==> src/sv/trs_pkg.sv <==
// Shared types, codes and arithmetic helpers for the timed recipe sequencer.
// No dependencies; imported by timed_recipe_sequencer_core.
package trs_pkg;

   localparam int unsigned OpcodeWidth  = 3;
   localparam int unsigned AdcWidth     = 12;
   localparam int unsigned ModeWidth    = 2;
   localparam int unsigned ItemWidth    = 3;
   localparam int unsigned PhaseWidth   = 2;
   localparam int unsigned TimeWidth    = 6;
   localparam int unsigned DutyWidth    = 4;

   // q = floor(adc * QuantNum / QuantDen), duty = floor(adc / DutyDen)
   localparam int unsigned QuantNum     = 10;
   localparam int unsigned QuantDen     = 5851;
   localparam int unsigned QuantMax     = 6;
   localparam int unsigned QuantWidth   = 3;
   localparam int unsigned ProdWidth    = 16;
   localparam int unsigned DutyDen      = 410;
   localparam int unsigned DutyMax      = 9;
   localparam int unsigned StepTenths   = 5;

   typedef enum logic [OpcodeWidth-1:0] {
      OP_TICK   = 3'd0,
      OP_SAMPLE = 3'd1,
      OP_SAVE   = 3'd2,
      OP_TOGGLE = 3'd3,
      OP_START  = 3'd4,
      OP_NEXT   = 3'd5
   } opcode_type;

   typedef enum logic [3:0] {
      MODE_INPUT_IDLE = 4'b0001,
      MODE_RUN_IDLE   = 4'b0010,
      MODE_DETAIL     = 4'b0100,
      MODE_RUN        = 4'b1000
   } mode_type;

   typedef enum logic [3:0] {
      PHASE_IDLE  = 4'b0001,
      PHASE_TEMP  = 4'b0010,
      PHASE_PRESS = 4'b0100,
      PHASE_O2    = 4'b1000
   } phase_type;

   localparam logic [ItemWidth-1:0] ITEM_NONE  = 3'd0;
   localparam logic [ItemWidth-1:0] ITEM_TEMP  = 3'd1;
   localparam logic [ItemWidth-1:0] ITEM_PRESS = 3'd2;
   localparam logic [ItemWidth-1:0] ITEM_O2    = 3'd3;
   localparam logic [ItemWidth-1:0] ITEM_DUTY  = 3'd4;

   // threshold compare count: adc*10 >= 5851*k for k = 1..6
   function automatic logic [QuantWidth-1:0] quantize(input logic [AdcWidth-1:0] adc);
      logic [ProdWidth-1:0]  prod;
      logic [QuantWidth-1:0] q;
      prod = ProdWidth'(adc) * ProdWidth'(QuantNum);
      q    = '0;
      for (int k = 1; k <= QuantMax; k++) begin
         if (prod >= ProdWidth'(QuantDen * k)) q = q + 1'b1;
      end
      return q;
   endfunction

   function automatic logic [DutyWidth-1:0] duty_of(input logic [AdcWidth-1:0] adc);
      logic [DutyWidth-1:0] d;
      d = '0;
      for (int k = 1; k <= DutyMax; k++) begin
         if (adc >= AdcWidth'(DutyDen * k)) d = d + 1'b1;
      end
      return d;
   endfunction

   function automatic logic [TimeWidth-1:0] item_value(
      input logic [ItemWidth-1:0]  item,
      input logic [QuantWidth-1:0] q,
      input logic [DutyWidth-1:0]  duty
   );
      logic [TimeWidth-1:0] qx;
      logic [TimeWidth-1:0] v;
      qx = TimeWidth'(q);
      unique case (item)
         ITEM_TEMP:  v = TimeWidth'(StepTenths) * (qx + TimeWidth'(2));
         ITEM_PRESS: v = TimeWidth'(StepTenths) * (qx + TimeWidth'(1));
         ITEM_O2:    v = TimeWidth'(StepTenths) * qx;
         ITEM_DUTY:  v = TimeWidth'(duty);
         default:    v = '0;
      endcase
      return v;
   endfunction

   function automatic logic [ModeWidth-1:0] mode_code(input mode_type m);
      logic [ModeWidth-1:0] c;
      unique case (m)
         MODE_INPUT_IDLE: c = 2'd0;
         MODE_RUN_IDLE:   c = 2'd1;
         MODE_DETAIL:     c = 2'd2;
         MODE_RUN:        c = 2'd3;
         default:         c = 2'd0;
      endcase
      return c;
   endfunction

   function automatic logic [PhaseWidth-1:0] phase_code(input phase_type p);
      logic [PhaseWidth-1:0] c;
      unique case (p)
         PHASE_IDLE:  c = 2'd0;
         PHASE_TEMP:  c = 2'd1;
         PHASE_PRESS: c = 2'd2;
         PHASE_O2:    c = 2'd3;
         default:     c = 2'd0;
      endcase
      return c;
   endfunction

endpackage

==> src/sv/timed_recipe_sequencer_core.sv <==
// Timed recipe sequencer: event decoder, settings store, phase timer and
// result register. Depends on trs_pkg.
//
// Usage:
//   req_* carries one event word per accepted cycle: opcode (tick, ADC sample,
//   save, mode toggle, start/select, next item) and the 12-bit ADC sample.
//   rsp_* returns exactly one status word per event, showing the state after
//   that event: mode, selected item, phase, elapsed ticks, plasma duty,
//   running flag and preview value.
//   Latency: the status word is valid the cycle after its event is accepted.
//   Throughput: one event per cycle while req_stall is low; all decode and update
//   logic sits between the state registers and the single result register.
//   req_stall rises only when a status word is held and rsp_stall is high;
//   while the receiver stalls, the held word does not change and no new
//   event is taken.
//   Reset (synchronous, active high) returns mode to input idle and phase to
//   idle, clears item, tick count, the latest sample and all stored times and
//   duty to zero, and empties the result register.
module timed_recipe_sequencer_core (
   input  logic                              clock,
   input  logic                              reset,
   input  logic                              req_valid,
   output logic                              req_stall,
   input  logic [trs_pkg::OpcodeWidth-1:0]   req_opcode,
   input  logic [trs_pkg::AdcWidth-1:0]      req_adc_sample,
   output logic                              rsp_valid,
   input  logic                              rsp_stall,
   output logic [trs_pkg::ModeWidth-1:0]     rsp_mode,
   output logic [trs_pkg::ItemWidth-1:0]     rsp_selected_item,
   output logic [trs_pkg::PhaseWidth-1:0]    rsp_phase,
   output logic [trs_pkg::TimeWidth-1:0]     rsp_elapsed_ticks,
   output logic [trs_pkg::DutyWidth-1:0]     rsp_duty_tenths,
   output logic                              rsp_running,
   output logic [trs_pkg::TimeWidth-1:0]     rsp_preview_value
);
   import trs_pkg::*;

   mode_type              mode_ff, mode_in;
   phase_type             phase_ff, phase_in;
   logic [ItemWidth-1:0]  item_ff, item_in;
   logic [QuantWidth-1:0] quant_ff, quant_in;
   logic [DutyWidth-1:0]  duty_ff, duty_in;
   logic [TimeWidth-1:0]  temp_time_ff, temp_time_in;
   logic [TimeWidth-1:0]  press_time_ff, press_time_in;
   logic [TimeWidth-1:0]  o2_time_ff, o2_time_in;
   logic [DutyWidth-1:0]  stored_duty_ff, stored_duty_in;
   logic [TimeWidth-1:0]  tick_ff, tick_in;

   logic                  rsp_valid_ff;
   logic [ModeWidth-1:0]  rsp_mode_ff;
   logic [ItemWidth-1:0]  rsp_item_ff;
   logic [PhaseWidth-1:0] rsp_phase_ff;
   logic [TimeWidth-1:0]  rsp_ticks_ff;
   logic [DutyWidth-1:0]  rsp_duty_ff;
   logic                  rsp_running_ff;
   logic [TimeWidth-1:0]  rsp_preview_ff;

   logic                  accept;
   logic [TimeWidth-1:0]  limit;
   logic [TimeWidth-1:0]  tick_inc;
   logic [TimeWidth-1:0]  save_value;

   assign req_stall = rsp_valid_ff & rsp_stall;
   assign accept    = req_valid & ~req_stall;

   always_comb begin
      unique case (phase_ff)
         PHASE_TEMP:  limit = temp_time_ff;
         PHASE_PRESS: limit = press_time_ff;
         default:     limit = o2_time_ff;
      endcase
   end

   assign tick_inc   = tick_ff + TimeWidth'(1);
   assign save_value = item_value(item_ff, quant_ff, duty_ff);

   always_comb begin
      mode_in        = mode_ff;
      phase_in       = phase_ff;
      item_in        = item_ff;
      quant_in       = quant_ff;
      duty_in        = duty_ff;
      temp_time_in   = temp_time_ff;
      press_time_in  = press_time_ff;
      o2_time_in     = o2_time_ff;
      stored_duty_in = stored_duty_ff;
      tick_in        = tick_ff;

      unique case (req_opcode)
         OP_TICK: begin
            if (phase_ff != PHASE_IDLE) begin
               if (tick_inc > limit) begin
                  tick_in = '0;
                  unique case (phase_ff)
                     PHASE_TEMP:  phase_in = PHASE_PRESS;
                     PHASE_PRESS: phase_in = PHASE_O2;
                     default:     phase_in = PHASE_IDLE;
                  endcase
               end else begin
                  tick_in = tick_inc;
               end
            end
         end
         OP_SAMPLE: begin
            quant_in = quantize(req_adc_sample);
            duty_in  = duty_of(req_adc_sample);
         end
         OP_SAVE: begin
            if (mode_ff == MODE_DETAIL) begin
               unique case (item_ff)
                  ITEM_TEMP:  temp_time_in   = save_value;
                  ITEM_PRESS: press_time_in  = save_value;
                  ITEM_O2:    o2_time_in     = save_value;
                  ITEM_DUTY:  stored_duty_in = DutyWidth'(save_value);
                  default:    ;
               endcase
            end
         end
         OP_TOGGLE: begin
            if (mode_ff == MODE_INPUT_IDLE)    mode_in = MODE_RUN_IDLE;
            else if (mode_ff == MODE_RUN_IDLE) mode_in = MODE_INPUT_IDLE;
         end
         OP_START: begin
            unique case (mode_ff)
               MODE_INPUT_IDLE: mode_in = MODE_DETAIL;
               MODE_RUN_IDLE: begin
                  // a start while an earlier run is still going is ignored
                  if (phase_ff == PHASE_IDLE) begin
                     mode_in  = MODE_RUN;
                     phase_in = PHASE_TEMP;
                     tick_in  = '0;
                  end
               end
               MODE_DETAIL: begin
                  mode_in = MODE_INPUT_IDLE;
                  item_in = ITEM_NONE;
               end
               default: mode_in = MODE_RUN_IDLE;
            endcase
         end
         OP_NEXT: begin
            if (mode_ff == MODE_DETAIL)
               item_in = (item_ff >= ITEM_DUTY) ? ITEM_TEMP : item_ff + ItemWidth'(1);
         end
         default: ;
      endcase
   end

   always_ff @(posedge clock) begin
      if (reset) begin
         mode_ff        <= MODE_INPUT_IDLE;
         phase_ff       <= PHASE_IDLE;
         item_ff        <= ITEM_NONE;
         quant_ff       <= '0;
         duty_ff        <= '0;
         temp_time_ff   <= '0;
         press_time_ff  <= '0;
         o2_time_ff     <= '0;
         stored_duty_ff <= '0;
         tick_ff        <= '0;
      end else if (accept) begin
         mode_ff        <= mode_in;
         phase_ff       <= phase_in;
         item_ff        <= item_in;
         quant_ff       <= quant_in;
         duty_ff        <= duty_in;
         temp_time_ff   <= temp_time_in;
         press_time_ff  <= press_time_in;
         o2_time_ff     <= o2_time_in;
         stored_duty_ff <= stored_duty_in;
         tick_ff        <= tick_in;
      end
   end

   // result register: status word after the event
   always_ff @(posedge clock) begin
      if (reset) begin
         rsp_valid_ff <= 1'b0;
      end else if (accept) begin
         rsp_valid_ff <= 1'b1;
      end else if (!rsp_stall) begin
         rsp_valid_ff <= 1'b0;
      end
   end

   always_ff @(posedge clock) begin
      if (accept) begin
         rsp_mode_ff    <= mode_code(mode_in);
         rsp_item_ff    <= item_in;
         rsp_phase_ff   <= phase_code(phase_in);
         rsp_ticks_ff   <= tick_in;
         rsp_duty_ff    <= (phase_in == PHASE_O2) ? stored_duty_in : '0;
         rsp_running_ff <= (phase_in != PHASE_IDLE);
         rsp_preview_ff <= item_value(item_in, quant_in, duty_in);
      end
   end

   assign rsp_valid         = rsp_valid_ff;
   assign rsp_mode          = rsp_mode_ff;
   assign rsp_selected_item = rsp_item_ff;
   assign rsp_phase         = rsp_phase_ff;
   assign rsp_elapsed_ticks = rsp_ticks_ff;
   assign rsp_duty_tenths   = rsp_duty_ff;
   assign rsp_running       = rsp_running_ff;
   assign rsp_preview_value = rsp_preview_ff;

endmodule

==> config.mk <==
export PLATFORM = sky130hd
export DESIGN_NAME = timed_recipe_sequencer_core
export DESIGN_NICKNAME = d
export VERILOG_FILES = /design/src/sv/trs_pkg.sv /design/src/sv/timed_recipe_sequencer_core.sv
export SDC_FILE = /design/constraint.sdc
export NUM_CORES = 1
export LEC_CHECK = 0
export ABC_AREA = 0
export BUFFER_PORTS_ARGS = -buffer_cell sky130_fd_sc_hd__buf_2
export CAP_MARGIN = 20
export CORE_MARGIN = 5
export CORE_UTILIZATION = 40
export CTS_CLUSTER_SIZE = 20
export DETAILED_ROUTE_END_ITERATION = 12
export PLACE_DENSITY_LB_ADDON = 0.3
export SKIP_LAST_GASP = 1
export SLEW_MARGIN = 20
export SYNTH_ARGS = -nofsm -noshare
export SYNTH_HDL_FRONTEND = slang
export SYNTH_SLANG_ARGS = --single-unit
==> constraint.sdc <==
create_clock -name clock -period 7.85 [get_ports clock]
set_clock_uncertainty 0.2 [all_clocks]
set_input_delay 0 -clock clock [delete_from_list [all_inputs] [get_ports clock]]
set_output_delay 0 -clock clock [all_outputs]
set_load 0.1 [all_outputs]
* Word-level counts from Yosys, hierarchy flattened
Cells that the tools add are included.
** Operators by class
- Add/subtract/negate cells :: 19
- Multipliers :: 7
- $lt $le $gt $ge :: 17
- Equal/unequal tests :: 28
- Multiplexer cells :: 60
- Bitwise gates (word level) :: 3
- Reduce and logical (&&, ||, !) cells :: 4
** Operator list (count)
- $mux W4 :: 27
- $ge A12 B12 Y1 const B :: 5
- $ge A16 B15 Y1 const B :: 3
- $mux W3 :: 14
- $add A4 B1 Y4 const B :: 8
- $ge A12 B11 Y1 const B :: 2
- $mul A3 B4 Y6 const A :: 4
- $mux W6 :: 4
- $pmux W4 S2 :: 3
- $pmux W6 S2 :: 2
- $pmux W6 S4 :: 1
- $add A3 B1 Y3 const B :: 6
- $eq A3 B2 Y1 const B :: 6
- $pmux W6 S3 :: 1
- $eq A4 B2 Y1 const B :: 4
- $eq A4 B3 Y1 const B :: 4
- $ge A16 B13 Y1 const B :: 1
- $ge A16 B14 Y1 const B :: 1
- $ge A16 B16 Y1 const B :: 1
- $mul A12 B3 Y15 const B :: 1
- $eq A3 B3 Y1 const B :: 4
- $ge A12 B10 Y1 const B :: 1
- $ge A12 B9 Y1 const B :: 1
- $mul A3 B3 Y6 const A :: 2
- 18 further kinds :: 32
** Word-level totals
- Register bits :: 71
- Output and inout bits :: 26
- Logic and storage cells :: 156

* Depth between registers and ports, before layout
- Depth after elaboration :: 28
- Depth in mapped cells :: 35
- Mapped depth without buffers :: 35

* Worst setup path before layout
OpenSTA, ideal clock, no wires.
- Kind :: input to register
- Start point :: input req_adc_sample[1] (netlist bit)
- End point :: register rsp_preview_ff[5] (netlist: rsp_preview_value[5]) (data pin)
- Arrival :: 6.415 ns
- Data required time :: 7.516 ns
- Setup slack :: 1.101 ns
- Stages on the path :: 32
- Buffers on the path :: 0
- Cell sequence :: ha_1 -> ha_1 -> inv_1 -> fa_1 -> nand2b_1 -> a21o_1 -> a211oi_2 -> a21oi_1 -> mux2_2 -> o21ai_0 -> inv_1 -> ha_1 -> a21boi_0 -> nor2_1 -> inv_1 -> ha_1 -> inv_1 -> nor4_2 -> nor2_1 -> o21a_1 -> ha_1 -> o21a_1 -> a31oi_2 -> inv_1 -> ha_1 -> ha_1 -> ha_1 -> inv_1 -> fa_1 -> or3_1 -> mux2i_1 -> a311o_1
** Between the ends
- Longest elaborated chain between the ends :: 22
- Elaborated cells on any way between the ends :: 30
** RTL lines
- start, declared :: line timed_recipe_sequencer_core.sv:25 : input logic [trs_pkg::AdcWidth-1:0] req_adc_sample,
- $mul A12 B3 Y15 (*) :: line trs_pkg.sv:56 : prod = ProdWidth'(adc) * ProdWidth'(QuantNum);
- $ge A16 B13 Y1 :: line trs_pkg.sv:59 : if (prod >= ProdWidth'(QuantDen * k)) q = q + 1'b1;
- $mux W1 :: line trs_pkg.sv:59
- $mux W3 :: line timed_recipe_sequencer_core.sv:89 : unique case (req_opcode)
- $add A3 B1 Y3 :: line trs_pkg.sv:59
- $mux W3 :: line trs_pkg.sv:59
- $mux W3 :: line timed_recipe_sequencer_core.sv:89
- $add A3 B1 Y3 :: line trs_pkg.sv:59
- [... 7 more ...]
- $mux W3 :: line timed_recipe_sequencer_core.sv:89
- $add A3 B1 Y3 :: line trs_pkg.sv:59
- $mux W3 (*) :: line trs_pkg.sv:59
- $mux W3 (*) :: line timed_recipe_sequencer_core.sv:89
- named net quant_in[1] :: line timed_recipe_sequencer_core.sv:41 : logic [QuantWidth-1:0] quant_ff, quant_in;
- $add A3 B1 Y4 / $add A3 B2 Y4 (equally long branches) :: line trs_pkg.sv:83, trs_pkg.sv:82
- $mul A3 B4 Y6 (on tied branches) :: line trs_pkg.sv:83, trs_pkg.sv:82
- $pmux W6 S4 (*) :: line trs_pkg.sv:81 : unique case (item)
- end signal, assigned :: line timed_recipe_sequencer_core.sv:194 : rsp_preview_ff <= item_value(item_in, quant_in, duty_in);
- end, declared :: line timed_recipe_sequencer_core.sv:56 : logic [TimeWidth-1:0] rsp_preview_ff;
Mark *: on every way through the listed nets, which the timed path passes. The rest lies on a longest branch. The select of a mux whose other input is x is not followed.
A chain may end at the register's enable or synchronous reset.

* Final worst setup path
- Start point :: input req_adc_sample[5] (netlist bit)
- End point :: register rsp_preview_ff[5] (netlist: rsp_preview_value[5]) (data pin)
Same word-level chain as after synthesis.

==> run summary <==
Status: finished clean
Postcts setup bufs: 0
Peak supply drop: 0.0975 mV
Die footprint: 17,600 um^2
Share of post-route cells with drive strength above 1: 13.3%
WP data arrival: 7.04 ns
RSZ-0062 raised after global routing: no
Required @ worst endpoint: 7.86 ns
Inserted Clock Buffers: 9
H-Tree Depth: 3
Fin. Hold Viols: 0
Die width: 133 um
Rel. slew slack: 34.6%
Gp weighted congestion: 0.878
CP peak stage delay: 0.64 ns
Via Count: 5,309
Min-Delay Path Class: in2reg
Seq cells post-synth: 71
Mapped Nets: 806
Detail Route Antenna Nets: 0
Gr ovfl total: 0
Vias in the first global route: 5,016
Yosys top cell area share: 15.6%
Top FF cell, synth: dfxtp_1
Period utilization: 89.6%
PwrDens: 194 nW/um^2
Final HPWL DP: 10.3 mm
Ys Warns: 0
Critical Path Fanout Max: 9
Most common cell in the netlist: nor2_1
Period minus WS final: 7.03 ns
Syn-to-layout area delta: 11.9%
Initial Util: 41.2%
Worst-margin pin slew: 0.979 ns
Seq/Total Area, Yosys: 27.5%
Final Non-Filler Cells: 944
Tot GR Track Use: 15.5%
Reg clk slew, reported paths: 0.06 ns
Most used cell, CP: ha_1
Average cell area after synthesis: 8.42 um^2
Clock Latency Late Sink: 0.34 ns
First-pass GRT wire length: 23.3 mm
Height of the die: 133 um
Largest net degree at the start of global routing: 55
Worst Setup Start Kind: input port
Worst Setup End Kind: flip-flop
Met2 usage: 26.0%
Max Clock Freq: 0.142 GHz
DR iter-0 viols: 291
Mapped Area: 6030 um^2
Detailed Route WL: 13.7 mm
Post-synth EDFFs: 24
Max-Cap Viols: 0
Synth cell types: 68
Inst Count DP: 926
CP Class: in2reg
Initial antenna violation count: 0
Asr flop ratio synth: 0%
Met3 usage: 2.70%
Port Buffers: 44
Clock buffer depth: 2
Drt first pass iters: 4
Critical-path top delay cell: a2111oi_0
Utilization after layout: 46.1%
GRT busiest layer: met2
Root Buffer: clkbuf_16
Ports: 45
Crit path max-delay family: adder cells
Max-slew violations: 0
Mapped Cells: 717
M1 GR Usage: 20.4%
Routed wire length per instance: 14.6 um
Via-to-Cell Ratio: 5.62
Setup total negative slack: 0 ns
Post-cts resize count: 0
Hold_buf cts: 2
Setup violation total in the final timing report: 0
Final #Nets: 844
CP Buf/Inv Count: 7
Site Rows: 44
Static Leak: 0.00275 uW
DRC: 0
Worst hold margin: 0.0695 ns
Synth top cells by count: nor2_1 (90), ha_1 (66), nand2_1 (60)
Core box area: 14,600 um^2
Largest cells by area after synthesis: dfxtp_1 (16%), ha_1 (14%), edfxtp_1 (12%)
Final WS setup: 0.819 ns
Fillers: 1,411
Clock sink count: 71
CTS tree: yes
Leading area contributor after synthesis: dfxtp_1
Diode count: 0
Pre-CTS setup slack: 0.557 ns
==> routing by layer <==
metal / part of all wire (%) / vias to the layer above / wire [um]
met1: 48 / 2487 / 6600
met3: 3.4 / 16 / 465
met4: 1.5 / 0 / 203
li1: - / 2706 / -
met2: 47 / 100 / 6470
met5: 0 / - / 0
==> final timing paths <==
kind | startpoint | slack [ns] | end | depth (start not counted)
min | reset | 0.07 | phase_ff[1]$_SDFFE_PP0P_ | 2
max | req_adc_sample[5] | 0.82 | rsp_preview_value[5]$_DFFE_PP_ | 32
max reg2reg | phase_ff[3]$_SDFFE_PP0P_ | 3.70 | rsp_duty_tenths[2]$_SDFFCE_PN0P_ | 14
min reg2reg | stored_duty_ff[2]$_SDFFE_PP0P_ | 0.30 | stored_duty_ff[2]$_SDFFE_PP0P_ | 2
==> worst register-to-register path, delay by kind of cell (launching register included) <==
| kind | cells | cell delay [ns] |
|---|---|---|
| buffers and inverters | 1 | 0.18 |
| AO/OA/AOI/OAI | 6 | 1.00 |
| adder cells (fa/ha/maj) | 1 | 0.33 |
| multiplexers | 1 | 0.36 |
| flip-flops | 1 | 0.43 |
| AND/OR/NAND/NOR | 5 | 1.47 |
==> cells by family (layout without fill, tap and decap cells) <==
kind of cell	after synthesis	count (layout)	synth area share (%)
xor+xnor	43	43	7.07
simple gates	239	239	18.7
mux	21	21	3.79
compound gates	199	199	23.3
fa+ha+maj	70	70	15.0
flops	71	71	27.5
buf+inv	74	117	4.60
==> flip-flops by register name, indices dropped and copies added, names as in the netlist <==
signal and count:
tick_ff 6, quant_ff 3, rsp_elapsed_ticks 6, rsp_phase 2, rsp_valid 1, temp_time_ff 6
press_time_ff 6, o2_time_ff 6, phase_ff 4, mode_ff 4, stored_duty_ff 4, rsp_mode 2
rsp_preview_value 6, item_ff 3, rsp_selected_item 3, rsp_duty_tenths 4, rsp_running 1, duty_ff 4
==> placed cells by master (no fill, tap or decap), types with 5 or more instances in the layout <==
master,count
nor2_1,90
clkbuf_16,9
inv_1,46
or3_1,7
buf_2,44
nand4_1,5
o21ai_0,25
xor2_1,18
nand3_1,19
a22o_1,10
buf_4,8
mux2_2,5
a21oi_1,51
nor3_1,15
xnor2_1,20
nand2b_1,5
o211ai_1,8
ha_1,66
mux2i_1,15
or2_2,6
dfxtp_1,47
a21o_1,6
o22ai_1,5
o21a_1,6
edfxtp_1,24
a31oi_1,5
a211oi_1,37
nand2_1,60
==> stage by stage <==
step,power (uW),area [um^2]
floorplan,822,6030
global placement,906,6450
detailed placement,922,6450
CTS,1320,6750
global route,1390,6750
finish,1310,6750
==> where the power goes <==
part | internal [uW] | switching, uW
clock network | 221 | 173
logic | 183 | 325
registers | 397 | 11.6
==> cell type report <==
type                            count  area (um^2)  share of cell area (%)
Clock buffer                        9          225                    3.33
Clock inverter                      7         60.1                   0.889
Inverter                           47          176                    2.61
Multi-Input combinational cell    572         4100                    60.7
Sequential cell                    71         1660                    24.6
Tap cell                          184          230                    3.41
Timing Repair Buffer               54          300                    4.45
(Power assumes the default switching activity.)
